--- src/imft_pkg.sv ---
// Shared types, codes and helpers for the IPv4 mask filter table.
package imft_pkg;

    localparam int DEFAULT_MAX_ENTRIES = 1024;
    localparam int CMD_W   = 2;
    localparam int ADDR_W  = 32;
    localparam int MASK_W  = 4;
    localparam int STAT_W  = 2;
    localparam int LIVE_W  = 11;
    localparam int S_DATA_W = 72;
    localparam int M_DATA_W = 16;

    localparam logic [CMD_W-1:0] CMD_CHECK  = 2'd0;
    localparam logic [CMD_W-1:0] CMD_ADD    = 2'd1;
    localparam logic [CMD_W-1:0] CMD_REMOVE = 2'd2;
    localparam logic [CMD_W-1:0] CMD_RSVD   = 2'd3;

    localparam logic [STAT_W-1:0] STAT_DONE      = 2'd0;
    localparam logic [STAT_W-1:0] STAT_FULL      = 2'd1;
    localparam logic [STAT_W-1:0] STAT_NOT_FOUND = 2'd2;

    typedef struct packed {
        logic              valid;
        logic [MASK_W-1:0] mask;
        logic [ADDR_W-1:0] value;
    } entry_t;

    localparam int ENTRY_W = $bits(entry_t);

    typedef enum logic [1:0] {
        ST_IDLE,
        ST_SCAN,
        ST_FINISH
    } state_t;

    function automatic logic [ADDR_W-1:0] octet_bits(input logic [MASK_W-1:0] m);
        logic [ADDR_W-1:0] bits;
        bits = '0;
        for (int k = 0; k < MASK_W; k++) begin
            if (m[k]) begin
                bits[8*k +: 8] = 8'hFF;
            end
        end
        return bits;
    endfunction

endpackage

--- src/imft_match.sv ---
// Shared entry compare unit used on every scan beat.
module imft_match
    import imft_pkg::*;
(
    input  logic [CMD_W-1:0]  cmd,
    input  logic [ADDR_W-1:0] address,
    input  logic [MASK_W-1:0] mask,
    input  logic [ADDR_W-1:0] value,
    input  entry_t            entry,
    output logic              hit
);

    always_comb begin
        case (cmd)
            CMD_CHECK:  hit = entry.valid &&
                              ((address & octet_bits(entry.mask)) == entry.value);
            CMD_ADD:    hit = !entry.valid;
            CMD_REMOVE: hit = entry.valid && (entry.mask == mask) && (entry.value == value);
            default:    hit = 1'b0;
        endcase
    end

endmodule

--- config.mk ---
export PLATFORM = sky130hd
export DESIGN_NAME = imft_match
export DESIGN_NICKNAME = d
export VERILOG_FILES = /design/src/imft_pkg.sv /design/src/imft_match.sv
export SDC_FILE = /design/constraint.sdc
export NUM_CORES = 1
export LEC_CHECK = 0
export ABC_AREA = 1
export BUFFER_PORTS_ARGS = -buffer_cell sky130_fd_sc_hd__buf_2
export CORE_AREA = 2 2 59 61
export DETAILED_ROUTE_END_ITERATION = 7
export DIE_AREA = 0 0 61 63
export GPL_ROUTABILITY_DRIVEN = 1
export GPL_TIMING_DRIVEN = 0
export PLACE_DENSITY = 0.95
export SLEW_MARGIN = 20
export SYNTH_ARGS = -nofsm -noshare
export SYNTH_HDL_FRONTEND = slang
export SYNTH_SLANG_ARGS = --single-unit
--- constraint.sdc ---
create_clock -name vclk -period 3
set_clock_uncertainty 0.2 [all_clocks]
set_input_delay 0.3 -clock vclk [all_inputs]
set_output_delay 0.3 -clock vclk [all_outputs]
set_load 0.02 [all_outputs]
==> qor.yml <==
status: "completed"
grt-ovfl-total: 0
ir_drop_v: 0.0000704
drt_wl_total_um: 4010
fp-row-count: 21
period_share_pct: 63.9
synth_cell_types: 13
worst-path-stages: 12
timing.final.ws_setup_ns: 1.08
end_kind: "output pin"
cp_max_fo: 10
rsz0062_at_grt: "no"
avgSynthCellArea_um2: 4.54
fillers: 341
path_cells: "buf_6, buf_8, nand3_1, nand2_1, nor2_1, nand2_1, nor2_1, nand2_1, nor2_1, nand3_1, nand3_1, buf_2"
grt_pass1_vias: 1926
core_area_mm2: 0.00323
post_cts_buffers: 0
drv_slew: 0
area.growth.synth_to_final_pct: 39.4
start_util_pct: 45.4
switching_share_pct: 51.2
cts_hold_buffers: 0
tightest_slew_ns: 0.216
register_area_um2: 0
dieArea_mm2: 0.00384
cp_slowest_cell: "buf_2"
hold_depth: 4
seqPwrFrac_pct: 0
p_clk_share_pct: 0
portBuffers: 104
grt_start_max_net_pins: 11
cp_data_arrival_time_ns: 1.42
drcViolationCount: 0
intPower_w: 0.000120
fmax_mhz: 522
report.final.hold_viol_count: 0
switchingPower_w: 0.000126
yosysTopAreaCell: "nand2_1"
synth_area_mm2: 0.00147
synth_most_common_cell: "nand2_1"
post_cts_resized: 0
drive_above_1_share_pct: 27.9
max_stage_delay_ns: 0.17
dp_hpwl_um: 3670
io_pins: 108
timing.final.setup_violations: 0
relSlewSlack_pct: 85.5
power_density_mw_per_mm2: 120
ant_nets: 0
via_per_inst: 4.56
synth_nets: 430
synth_cells: 323
avgRoutedWirePerCell_um: 8.48
hold_class: "in -> out"
nNetsFinal: 536
die_w_um: 61
die_h_um: 63
vias: 2156
nFlopsAndLatches: 0
synth_warnings: 0
grt_pass1_wl_um: 6790
critPathKind: "in -> out"
placed_area_mm2: 0.00204
total_power_w: 0.000246
yosys.area.top_type_share_pct: 44.0
synth.cells.most_frequent: "nand2_1 (172), nor2_1 (44), inv_1 (42)"
critPathTopFamily: "simple AND/OR/NAND/NOR gates"
required_ns: 2.50
critPathBufInv: 3
dpl_worst_slack_ns: 1.04
cp-start-kind: "input port"
place_congestion: 0.846
synthTopCellsByArea: "nand2_1 (44%), nor2_1 (11%), inv_1 (11%), xor2_1 (9.0%), nand3_1 (7.2%)"
nClkBuffers: 0
finalInstanceArea_mm2: 0.00204
seq_area_frac_synth_pct: 0
drtPass1Iterations: 4
tns_ns: 0
antenna_cells: 0
antenna_found_initial: 0
p_leak_nw: 1.37
grt_usage_pct: 20.9
timing.final.crit_period_ns: 1.92
maxCapViolations: 0
power_frac_comb_pct: 100.0
drt_iter0_markers: 78
-- layout by cell type, fill, tap and decap left out --
cell type,synthesis,final
nand3_2,4,4
xnor2_1,1,1
buf_2,0,104
nor2_1,44,44
nand3_1,21,21
nand3b_1,12,12
nor4_1,1,1
inv_1,42,42
or2_2,1,1
xor2_1,15,15
buf_6,6,6
nand2_2,2,2
buf_8,2,2
nand2_1,172,172
-- area by class of cell --
class / instances / area (um^2) / area share [%]
Timing Repair Buffer: 104 / 520 / 25.5
Inverter: 42 / 158 / 7.71
Multi-Input combinational cell: 273 / 1210 / 59.2
Buffer: 8 / 97.6 / 4.77
Tap cell: 46 / 57.6 / 2.82
-- path summary, 6_finish.rpt --
check / startpoint / to
worst max-delay path: entry[34] / hit
worst min-delay path: entry[36] / hit
-- routing by layer --
metal	vias up	GRT usage (%)	wire, um
met5	-	0	0
met1	899	23.9	1610
met3	2	2.07	336
met4	0	0.815	19
met2	86	41.4	2050
li1	1169	-	-
-- power groups by stage --
stage	clock (W)	combinational [W]	sequential, W
after global placement	0	0.000238	0
after global routing	0	0.000282	0
after detailed placement	0	0.000246	0
after CTS	0	0.000247	0
after floorplan	0	0.000138	0
final	0	0.000246	0
-- cells by family (layout without fill, tap and decap cells) --
logic type,count (synthesis),after routing,synth area share (%)
simple gates,257,257,73.0
buf+inv,50,154,17.4
xor+xnor,16,16,9.56
-- metrics by stage --
step                utilization, %  hold slack, ns  std cells
floorplan                        -           0.628        323
global placement              63.3           0.779        473
detailed placement            63.3           0.784        473
CTS                           63.3           0.787        473
global route                  63.3           0.835        473
finish                        63.3           0.783        473
(Power assumes the default switching activity.)
